===== src/hdl/nsf_pkg.sv =====
// ----------------------------------------------------------------------------
// NMEA sentence framer package
// Shared constants, codes and structures for the slot pool framer.
// ----------------------------------------------------------------------------
`timescale 1ns / 1ps
`default_nettype none

package nsf_pkg;

  // Pool geometry
  localparam int SLOTS     = 8;
  localparam int MSG_BYTES = 128;
  localparam int SLOT_W    = (SLOTS > 1) ? $clog2(SLOTS) : 1;
  localparam int ADDR_W    = $clog2(SLOTS * MSG_BYTES);
  localparam int MASK_N    = (SLOTS < 8) ? SLOTS : 8;

  // Field widths
  localparam int CMD_W  = 2;
  localparam int BYTE_W = 8;
  localparam int SEL_W  = 3;
  localparam int OFF_W  = 7;
  localparam int EV_W   = 4;
  localparam int LEN_W  = 8;

  // Commands
  localparam logic [CMD_W-1:0] CMD_BYTE    = 2'd0;
  localparam logic [CMD_W-1:0] CMD_RELEASE = 2'd1;
  localparam logic [CMD_W-1:0] CMD_READ    = 2'd2;

  // Framing characters
  localparam logic [BYTE_W-1:0] START_CHAR = 8'h24;
  localparam logic [BYTE_W-1:0] END_CHAR   = 8'h0A;

  // Slot status codes
  localparam logic [1:0] ST_FREE    = 2'd0;
  localparam logic [1:0] ST_FILLING = 2'd1;
  localparam logic [1:0] ST_FULL    = 2'd2;

  // Event codes
  localparam logic [EV_W-1:0] EV_IGNORED  = 4'd0;
  localparam logic [EV_W-1:0] EV_STARTED  = 4'd1;
  localparam logic [EV_W-1:0] EV_NO_SLOT  = 4'd2;
  localparam logic [EV_W-1:0] EV_STORED   = 4'd3;
  localparam logic [EV_W-1:0] EV_OVERFLOW = 4'd4;
  localparam logic [EV_W-1:0] EV_COMPLETE = 4'd5;
  localparam logic [EV_W-1:0] EV_EMPTY    = 4'd6;
  localparam logic [EV_W-1:0] EV_RELEASED = 4'd7;
  localparam logic [EV_W-1:0] EV_REJECTED = 4'd8;
  localparam logic [EV_W-1:0] EV_READ     = 4'd9;

  // Result of one command, without the store data
  typedef struct packed {
    logic [EV_W-1:0]  event_res;
    logic [SEL_W-1:0] event_slot;
    logic [LEN_W-1:0] length;
    logic [7:0]       full_mask;
    logic             rd_hit;
  } result_t;

  // Frame store access for one command
  typedef struct packed {
    logic              we;
    logic [ADDR_W-1:0] waddr;
    logic [BYTE_W-1:0] wdata;
    logic              re;
    logic [ADDR_W-1:0] raddr;
  } ram_req_t;

endpackage

`default_nettype wire


===== src/hdl/nsf_slot_ctrl.sv =====
// ----------------------------------------------------------------------------
// Slot controller
// Holds slot status, lengths and framing state; decodes commands and issues
// frame store accesses.
// ----------------------------------------------------------------------------
`timescale 1ns / 1ps
`default_nettype none

module nsf_slot_ctrl
  import nsf_pkg::*;
(
  input  wire logic              clk,
  input  wire logic              rst,
  input  wire logic              accept,
  input  wire logic [CMD_W-1:0]  command,
  input  wire logic [BYTE_W-1:0] byte_value,
  input  wire logic [SEL_W-1:0]  slot,
  input  wire logic [OFF_W-1:0]  offset,
  output result_t                res,
  output ram_req_t               ram_req
);

  logic [1:0]        slot_status      [SLOTS];
  logic [1:0]        slot_status_next [SLOTS];
  logic [LEN_W-1:0]  slot_length      [SLOTS];
  logic [LEN_W-1:0]  slot_length_next [SLOTS];
  logic              in_frame, in_frame_next;
  logic [SLOT_W-1:0] current_slot, current_slot_next;
  logic [LEN_W-1:0]  byte_count, byte_count_next;

  logic              free_found;
  logic [SLOT_W-1:0] free_idx;
  logic              slot_ok;
  logic [SLOT_W-1:0] sidx;

  // Find the lowest free slot
  always_comb begin
    free_found = 1'b0;
    free_idx   = '0;
    for (int i = 0; i < SLOTS; i++) begin
      if (!free_found && slot_status[i] == ST_FREE) begin
        free_found = 1'b1;
        free_idx   = SLOT_W'(i);
      end
    end
  end

  assign slot_ok = (32'(slot) < SLOTS);
  assign sidx    = slot_ok ? SLOT_W'(slot) : '0;

  // Decode the command
  always_comb begin
    slot_status_next  = slot_status;
    slot_length_next  = slot_length;
    in_frame_next     = in_frame;
    current_slot_next = current_slot;
    byte_count_next   = byte_count;
    res               = '0;
    res.event_res     = EV_IGNORED;
    ram_req           = '0;
    ram_req.waddr     = ADDR_W'(32'(current_slot) * MSG_BYTES + 32'(byte_count));
    ram_req.wdata     = byte_value;
    ram_req.raddr     = ADDR_W'(32'(sidx) * MSG_BYTES + 32'(offset));

    unique case (command)
      CMD_BYTE: begin
        if (!in_frame) begin
          if (byte_value == START_CHAR) begin
            if (free_found) begin
              slot_status_next[free_idx] = ST_FILLING;
              slot_length_next[free_idx] = '0;
              current_slot_next          = free_idx;
              byte_count_next            = '0;
              in_frame_next              = 1'b1;
              res.event_res              = EV_STARTED;
              res.event_slot             = SEL_W'(free_idx);
            end else begin
              res.event_res = EV_NO_SLOT;
            end
          end
        end else begin
          res.event_slot = SEL_W'(current_slot);
          if (byte_value == END_CHAR) begin
            if (byte_count == '0) begin
              slot_status_next[current_slot] = ST_FREE;
              slot_length_next[current_slot] = '0;
              res.event_res                  = EV_EMPTY;
            end else begin
              slot_status_next[current_slot] = ST_FULL;
              slot_length_next[current_slot] = byte_count;
              res.event_res                  = EV_COMPLETE;
              res.length                     = byte_count;
            end
            in_frame_next   = 1'b0;
            byte_count_next = '0;
          end else if (32'(byte_count) < MSG_BYTES) begin
            ram_req.we      = accept;
            byte_count_next = byte_count + LEN_W'(1);
            res.event_res   = EV_STORED;
            res.length      = byte_count + LEN_W'(1);
          end else begin
            res.event_res = EV_OVERFLOW;
            res.length    = byte_count;
          end
        end
      end
      CMD_RELEASE: begin
        res.event_slot = slot;
        if (slot_ok && slot_status[sidx] == ST_FULL) begin
          res.length             = slot_length[sidx];
          slot_status_next[sidx] = ST_FREE;
          slot_length_next[sidx] = '0;
          res.event_res          = EV_RELEASED;
        end else begin
          res.event_res = EV_REJECTED;
          if (slot_ok) begin
            res.length = slot_length[sidx];
          end
        end
      end
      CMD_READ: begin
        res.event_res  = EV_READ;
        res.event_slot = slot;
        ram_req.re     = accept;
        if (slot_ok) begin
          res.length = slot_length[sidx];
          res.rd_hit = (slot_status[sidx] == ST_FULL)
                    && (LEN_W'(offset) < slot_length[sidx])
                    && (32'(offset) < MSG_BYTES);
        end
      end
      default: begin
        res.event_res = EV_IGNORED;
      end
    endcase

    // Full mask after the step
    for (int i = 0; i < MASK_N; i++) begin
      res.full_mask[i] = (slot_status_next[i] == ST_FULL);
    end
  end

  // Commit state on each accepted transaction
  always_ff @(posedge clk) begin
    if (rst) begin
      for (int i = 0; i < SLOTS; i++) begin
        slot_status[i] <= ST_FREE;
        slot_length[i] <= '0;
      end
      in_frame     <= 1'b0;
      current_slot <= '0;
      byte_count   <= '0;
    end else if (accept) begin
      slot_status  <= slot_status_next;
      slot_length  <= slot_length_next;
      in_frame     <= in_frame_next;
      current_slot <= current_slot_next;
      byte_count   <= byte_count_next;
    end
  end

endmodule

`default_nettype wire


===== config.mk =====
export PLATFORM = sky130hd
export DESIGN_NAME = nsf_slot_ctrl
export DESIGN_NICKNAME = d
export VERILOG_FILES = /design/src/hdl/nsf_pkg.sv /design/src/hdl/nsf_slot_ctrl.sv
export SDC_FILE = /design/constraint.sdc
export NUM_CORES = 1
export LEC_CHECK = 0
export BUFFER_PORTS_ARGS = -buffer_cell sky130_fd_sc_hd__buf_2
export CAP_MARGIN = 30
export CORE_ASPECT_RATIO = 1.1
export CORE_MARGIN = 3
export CORE_UTILIZATION = 56
export CTS_CLUSTER_DIAMETER = 120
export DETAILED_ROUTE_END_ITERATION = 8
export PLACE_DENSITY = 0.78
export SLEW_MARGIN = 5
export SYNTH_ARGS = -nofsm -noshare
export SYNTH_HDL_FRONTEND = slang
export SYNTH_SLANG_ARGS = --single-unit

===== constraint.sdc =====
create_clock -name clk -period 3.89 [get_ports clk]
set_clock_uncertainty 0.15 [all_clocks]
set_input_delay 0.389 -clock clk [delete_from_list [all_inputs] [get_ports clk]]
set_output_delay 0.389 -clock clk [all_outputs]
set_load 0.1 [all_outputs]

After elaboration in Yosys (flattened, before gate mapping)
Cells that the tools add are included. Widths: inputs -> output; s select.

Register bits: 92. Input bits: 23. Output and inout bits: 54. Logic and storage cells: 179.

$add $sub $neg: 3. $lt $le $gt $ge: 8. Equality and inequality tests: 17. Mux-type cells: 76. Bitwise logic cells: 20. Reduce and logical (&&, ||, !) cells: 36.

Operators by type and width (number): $mux 64 (6); $and 64x64->64 (3); $not 64->64 (3); $pmux 64 s2 (1); $mux 8 (13); $mux 16 (6); $demux 8 s3 (3); $bwmux 64 (1); $and 16x16->16 (2); $not 16->16 (2); $pmux 16 s2 (1); $bmux 8 s3 (1); $mux 3 (8); $pmux 11 s2 (1); $eq 2x2->1 const B (10); $mux 1 (19); $demux 2 s3 (3); $logic_not 2->1 (9); $and 8x8->8 (2); $not 8->8 (2); $or 8x8->8 (2); $mux 2 (7); $ge 4x4->1 const B (3); $lt 4x1->1 const B (3); other kinds (26) (49).

Logic depth before layout (Yosys ltp)
Gate-level depths: netlist (run 1).

Depth in word-level cells: 35. Gate-level depth with buffers: 13. Depth with buffers taken out: 11.

Worst setup path after synthesis (run 1)
OpenSTA, ideal clock, no wires.

Path kind: input-to-output. Start point: input port slot[1]. End point: output port res[0] in the netlist's numbering. Data arrival time: 3892 ps. Data required time: 3351 ps. Path slack: -541 ps. Stages on the path: 12. Path buffers: 4. Cells stage by stage: buf_2 buf_2 clkbuf_1 clkbuf_1 mux4_2 mux2i_1 ha_1 a21o_1 a21o_1 a21oi_1 a21oi_1 nor2_1.

RTL lines: from (decl) (line nsf_slot_ctrl.sv:17) `input wire logic [SEL_W-1:0] slot,`; to (decl) (line nsf_slot_ctrl.sv:19) `output result_t res,`.

==> results of run 1 <==
==> worst max-delay path, stage by stage <==
cell      delay [ps]
buf_2            500
mux2_2           410
a22oi_1          190
nor2_1            80
a211oi_1         400
ha_1             320
nand4_1           70
nor2_1            50
o31ai_1           60
a21oi_1          120
nor2_2           190
buf_12           200
==> registers in the layout (all words and copies together), names as in the netlist <==
signal        cells
in_frame          1
current_slot      3
slot_status      16
byte_count        8
slot_length      64
==> per-stage QoR <==
stage	cell area, um2	setup slack (ps)
after floorplan	6080	-92.5
after global placement	6430	434
after detailed placement	6430	352
after CTS	6720	406
after global routing	6720	189
final	6720	342
==> logic make-up (layout without fill, tap and decap cells) <==
group                    after synthesis  in the layout  synth area share
AND/OR/NAND/NOR                      245            245             0.205
adder cells (fa/ha/maj)               14             14            0.0289
multiplexers                          32             32            0.0765
AO/OA/AOI/OAI                        245            245             0.303
flip-flops                            92             92             0.303
XOR/XNOR                               6              6           0.00866
buffers and inverters                 88            125            0.0742
==> power by group <==
group / total (mW) / switching (mW) / internal, mW
clock network: 0.871 / 0.422 / 0.449
registers: 0.944 / 0.00185 / 0.942
logic: 0.306 / 0.238 / 0.0680
total: 2.12 / 0.661 / 1.46
==> routing by layer <==
| layer | part of all wire | vias up | GRT usage |
|---|---|---|---|
| li1 | - | 2748 | - |
| met1 | 0.36 | 2877 | 0.403 |
| met2 | 0.47 | 379 | 0.569 |
| met3 | 0.089 | 110 | 0.0842 |
| met4 | 0.077 | 0 | 0.257 |
| met5 | 0 | - | 0 |
==> cell type report <==
type	count	area (um2)
repair buffers	95	568
inverters	14	52.6
clock inverters	7	65.1
fillers	919	3770
multi-input cells	542	3790
flip-flops and latches	92	1840
well taps	143	179
clock buffers	9	225
==> placed cells by master, fill, tap and decap left out, types with 15 or more instances in the layout <==
cell type  Yosys  layout
o21ai_0       40      38
nor2_1        74      73
nand3_1       20      20
nor3_1        16      15
dfxtp_1       92      92
nand2_1       59      59
buf_4         27      19
a22o_1        58      58
a21oi_1       49      49
buf_2          9      73
mux2_2        15      15
==> worst min path at each step <==
stage	startpoint	endpoint	slack [ps]	cells after the start
final	accept	slot_status[7]	300	3
after global routing	accept	slot_status[7]	340	3
after CTS	accept	slot_status[7]	300	3
after detailed placement	slot_length[22]	slot_length[22]	300	1
after global placement	slot_length[41]	slot_length[41]	300	1
after floorplan	slot_length[33]	slot_length[33]	290	1
==> metrics.yaml, run 1 <==
outcome: "complete, no violations"
postLayoutCoreUtil: 0.640
relSlewSlack: 0.494
hold_viol: 0
core-area_um2: 10500
vias: 6114
reg2reg_from: "slot_status[13]"
grt_pass1_wl_um: 33200
worst_r2r_dst: "slot_length[63]"
p_total_mw: 2.12
die_area_um2: 12100
setup.worst_path.end: "res[0]"
numPlacedInstances: 886
die_h_um: 115
finalMaxSlewViolations: 0
finalSetupViolCount: 0
fp.dieW_um: 105
cp-end-kind: "output port"
number_of_enable_flip_flop_cells_after_synthesis: 0
final.period_utilization: 0.912
worstSkewPairLatency_ps: 360
setup_fix_bufs_post_cts: 0
timing.setup.critical_path_class: "in2out"
fraction_of_synthesized_cell_area_taken_by_the_top_area_cell_type: 0.303
layout-drive-gt1-share: 0.221
finalSetupTns_ps: 0
grt_pass1_vias: 6142
ys_warn_count: 0
design.portCount: 77
avg_wl_per_cell_um: 23.0
cts.repair.resized: 0
row_count: 39
rsz_0062_raised_after_global_routing: "no"
drv_cap: 0
postSynthNetCount: 759
timing.critical_path.required_ps: 3350
synth.cells.most_frequent: "dfxtp_1 (92), nor2_1 (74), nand2_1 (59)"
max_slew.worst_pin.slew_ps: 748
setup.reg_to_reg.worst_slack_ps: 950
cts-htree-levels: 3
vdd_ir_drop_max_uv: 205
min_period_ps: 3550
detail-route-antenna-nets: 0
netlist_top_cells_area: "dfxtp_1 (30%), a22o_1 (8.4%), nor2_1 (4.6%)"
synth_seq_cells: 92
holdBufCountCts: 0
maxClockFrequency_mhz: 282
numCtsBuffers: 9
syn-cell-area_um2: 6070
max-clock-path-buffers: 2
area_growth_pct: 10.7
worstHoldPathType: "in2reg"
place.gp.congestion: 1.00
worstSetupStartpoint: "slot[1]"
synth_seq_area_share: 0.303
clk_pin_slew_worst_paths_ps: 70
critical_path.max_fanout: 31
grt_max_degree: 39
worstRegToRegCells: 7
detail_route.iter0.violations: 625
syn_inst: 722
antenna_violations_before_repair: 0
port_buffers: 76
clock_tree_from_tritoncts: "built"
cts-root-buf: "clkbuf_16"
route.detailed.drc: 0
clock_sink_count: 92
synth.most_common_cell: "dfxtp_1"
hold_ws_ps: 304
overflow: 0
dp_hpwl_um: 15500
yosys_most_used_dff: "dfxtp_1"
power.leakage_nw: 2.60
drt-pass1-iter-count: 7
post_layout_nonfiller_instances: 902
num-nets-final: 791
synthesis.area_per_instance_um2: 8.41
ys_async_sr_fraction: 0
floorplan.initialDensity: 0.579
antenna_cells_inserted: 0
yosysUniqueCellTypes: 79
timing.critical_path.arrival_ps: 3010
worstSetupStartpointType: "input port"
finalWirelength_um: 20800
power_density_nw_per_um2: 316
grt_usage: 0.350
netlist.top_cell.by_area: "dfxtp_1"
viasPerCell: 6.78
Power figures use the tool's default switching activity.
==> run 2, diff against run 1 <==
Settings changed: CORE_MARGIN 3 to default.
==> run 2 against run 1 <==
Via count increased by 0.25%. Sequential power barely moved. Fmax down 3.5%. First-iteration DRC count is 16% lower. Wire length rose by 3.7%. Total power grew 6.8%. Core utilization is 0.89 points higher. Clock power increased by 16%. Cell area increased by 0.91%. Die area is 7.1% lower. Worst setup slack got worse by 130 ps. Hold slack improved by 15 ps.
==> metrics.yaml, run 2 (synthesis results as in run 1) <==
drv_cap: 0  # unchanged
largest_register_ffs: 64  # unchanged
clk_pin_slew_worst_paths_ps: 70  # about the same
power.share.clock: 0.448  # +0.037
netSwitchingPower_mw: 0.675  # +2.1%
place.gp.congestion: 1.03  # +2.3%
layout-drive-gt1-share: 0.223  # +0.00175
final_common_cell: "dfxtp_1"
hold_viol: 0  # unchanged
detail-route-antenna-nets: 0  # unchanged
critical_path.max_fanout: 25  # -19%
postLayoutCoreUtil: 0.649  # +0.00886
cts.repair.resized: 0  # unchanged
reg.largest.list: "slot_length: 64 flops, slot_status: 16 flops, byte_count: 8 flops"
internal_power_mw: 1.59  # +8.9%
critical_path_buf_inv_count: 2  # unchanged
grt.busiest_layer: "met2"
cts-root-buf: "clkbuf_16"
use_met1: 0.480  # +0.0779
final.period_utilization: 0.945  # +0.0328
timing.setup.critical_path_class: "in2out"
switching_share: 0.298  # -0.0137
power_density_nw_per_um2: 334  # +5.8%
max-clock-path-buffers: 2  # unchanged
critPathSlowestCell: "a211oi_1"
port_buffers: 76  # unchanged
power_frac_seq: 0.417  # -0.028
grt_max_degree: 39  # unchanged
viasPerCell: 6.77  # about the same
max_slew.worst_pin.slew_ps: 722  # -26.2 ps
design.portCount: 77  # unchanged
finalWirelength_um: 21500  # +3.7%
grt_pass1_wl_um: 33200  # about the same
hold_ws_ps: 318  # +14.7 ps
dp_hpwl_um: 15800  # +2.3%
setup_fix_bufs_post_cts: 0  # unchanged
avg_wl_per_cell_um: 23.8  # +3.3%
grt.met3_usage: 0.0738  # -0.0105
outcome: "complete, no violations"
relSlewSlack: 0.512  # +0.0177
power.leakage_nw: 2.64  # +1.4%
route.detailed.drc: 0  # unchanged
critPathMaxStageDelay_ps: 490  # about the same
overflow: 0  # unchanged
vias: 6129  # +0.25%
num-nets-final: 794  # +0.38%
die_h_um: 111  # -3.5%
timing.critical_path.required_ps: 3350  # about the same
worst_path_dominant_cell_family: "compound AO/OA/AOI/OAI gates"
finalMaxSlewViolations: 0  # unchanged
die_area_um2: 11300  # -7.1%
core-area_um2: 10400  # -0.47%
critPathMostFrequentCell: "a21oi_1"
most-common-layout-cells: "dfxtp_1 (92), nor2_1 (73), buf_2 (73)"
clock_tree_from_tritoncts: "built"
antenna_cells_inserted: 0  # unchanged
top_register: "slot_length"
min_period_ps: 3680  # +128 ps
cts-htree-levels: 3  # unchanged
layout.cell_area.non_filler_um2: 6780  # +0.91%
holdBufCountCts: 0  # unchanged
fp.dieW_um: 101  # -3.8%
rsz_0062_raised_after_global_routing: "no"
globalRouteMet2Util: 0.622  # +0.0529
crit_chain: "buf_2 -> mux2_2 -> a22oi_1 -> nor2_1 -> a211oi_1 -> ha_1 -> a21o_1 -> a21oi_1 -> a21oi_1 -> nor2_2 -> buf_12"
row_count: 39  # unchanged
worstSkewPairLatency_ps: 360  # about the same
maxClockFrequency_mhz: 272  # -3.5%
numCtsBuffers: 9  # unchanged
grt_pass1_vias: 5846  # -4.8%
detail_route.iter0.violations: 527  # -16%
floorplan.initialDensity: 0.581  # +0.00270
area_growth_pct: 11.7
worstSetupStartpointType: "input port"
drt-pass1-iter-count: 6  # -1
clock_sink_count: 92  # unchanged
timing.critical_path.arrival_ps: 3140  # +130 ps
worstHoldPathType: "in2reg"
combPwrFrac: 0.136  # -0.008
antenna_violations_before_repair: 0  # unchanged
grt_usage: 0.397  # +0.0474
cp-end-kind: "output port"
vdd_ir_drop_max_uv: 273  # +33%
finalSetupViolCount: 0  # unchanged
dpl-instance-area_um2: 6450  # +0.35%
==> run 2: power groups by stage <==
stage                     clock network (mW)  logic, mW  registers, mW
after global routing                    1.06      0.320          0.943
after detailed placement                   0      0.301          0.966
after CTS                               1.01      0.302          0.944
after global placement                     0      0.298          0.966
after floorplan                            0      0.239          0.965
final                                   1.01      0.307          0.944
==> run 2: cell type report <==
class / instances / area [um2]
Timing Repair Buffer: 98 / 591
Multi-Input combinational cell: 542 / 3790
Clock buffer: 10 / 229
Fill cell: 893 / 3660
Inverter: 14 / 52.6
Tap cell: 143 / 179
Clock inverter: 6 / 100
Sequential cell: 92 / 1840
==> run 2: final timing paths <==
path	startpoint	endpoint	slack, ps	depth (start not counted)
setup reg to reg	byte_count[0]	slot_length[53]	710	10
hold / removal	accept	slot_status[7]	320	3
setup / recovery	slot[1]	res[0]	210	11
hold reg to reg	slot_length[33]	slot_length[33]	330	1
==> run 2: layer usage <==
metal  vias to the layer above  part of all wire
met4                         0             0.075
met1                      2937              0.38
met3                        88             0.077
met2                       341              0.47
met5                         -                 0
li1                       2763                 -
==> run 2: metrics by stage <==
stage / setup slack [ps] / TNS (ps) / power (mW) / cells
finish: 214 / 0 / 2.26 / 905
global placement: 369 / 0 / 1.26 / 889
global route: 51.7 / 0 / 2.32 / 905
floorplan: -92.5 / -92.5 / 1.20 / 722
detailed placement: 337 / 0 / 1.27 / 889
CTS: 270 / 0 / 2.26 / 905
==> run 2: worst reg2reg max path: stages (launching register included) <==
cell and delay (ps):
dfxtp_1 390, inv_1 220, ha_1 200, nor4b_1 320, and2_0 560, buf_4 280
nand2b_1 90, a21oi_1 200, nand2_1 100, a21oi_2 400, a22o_1 200
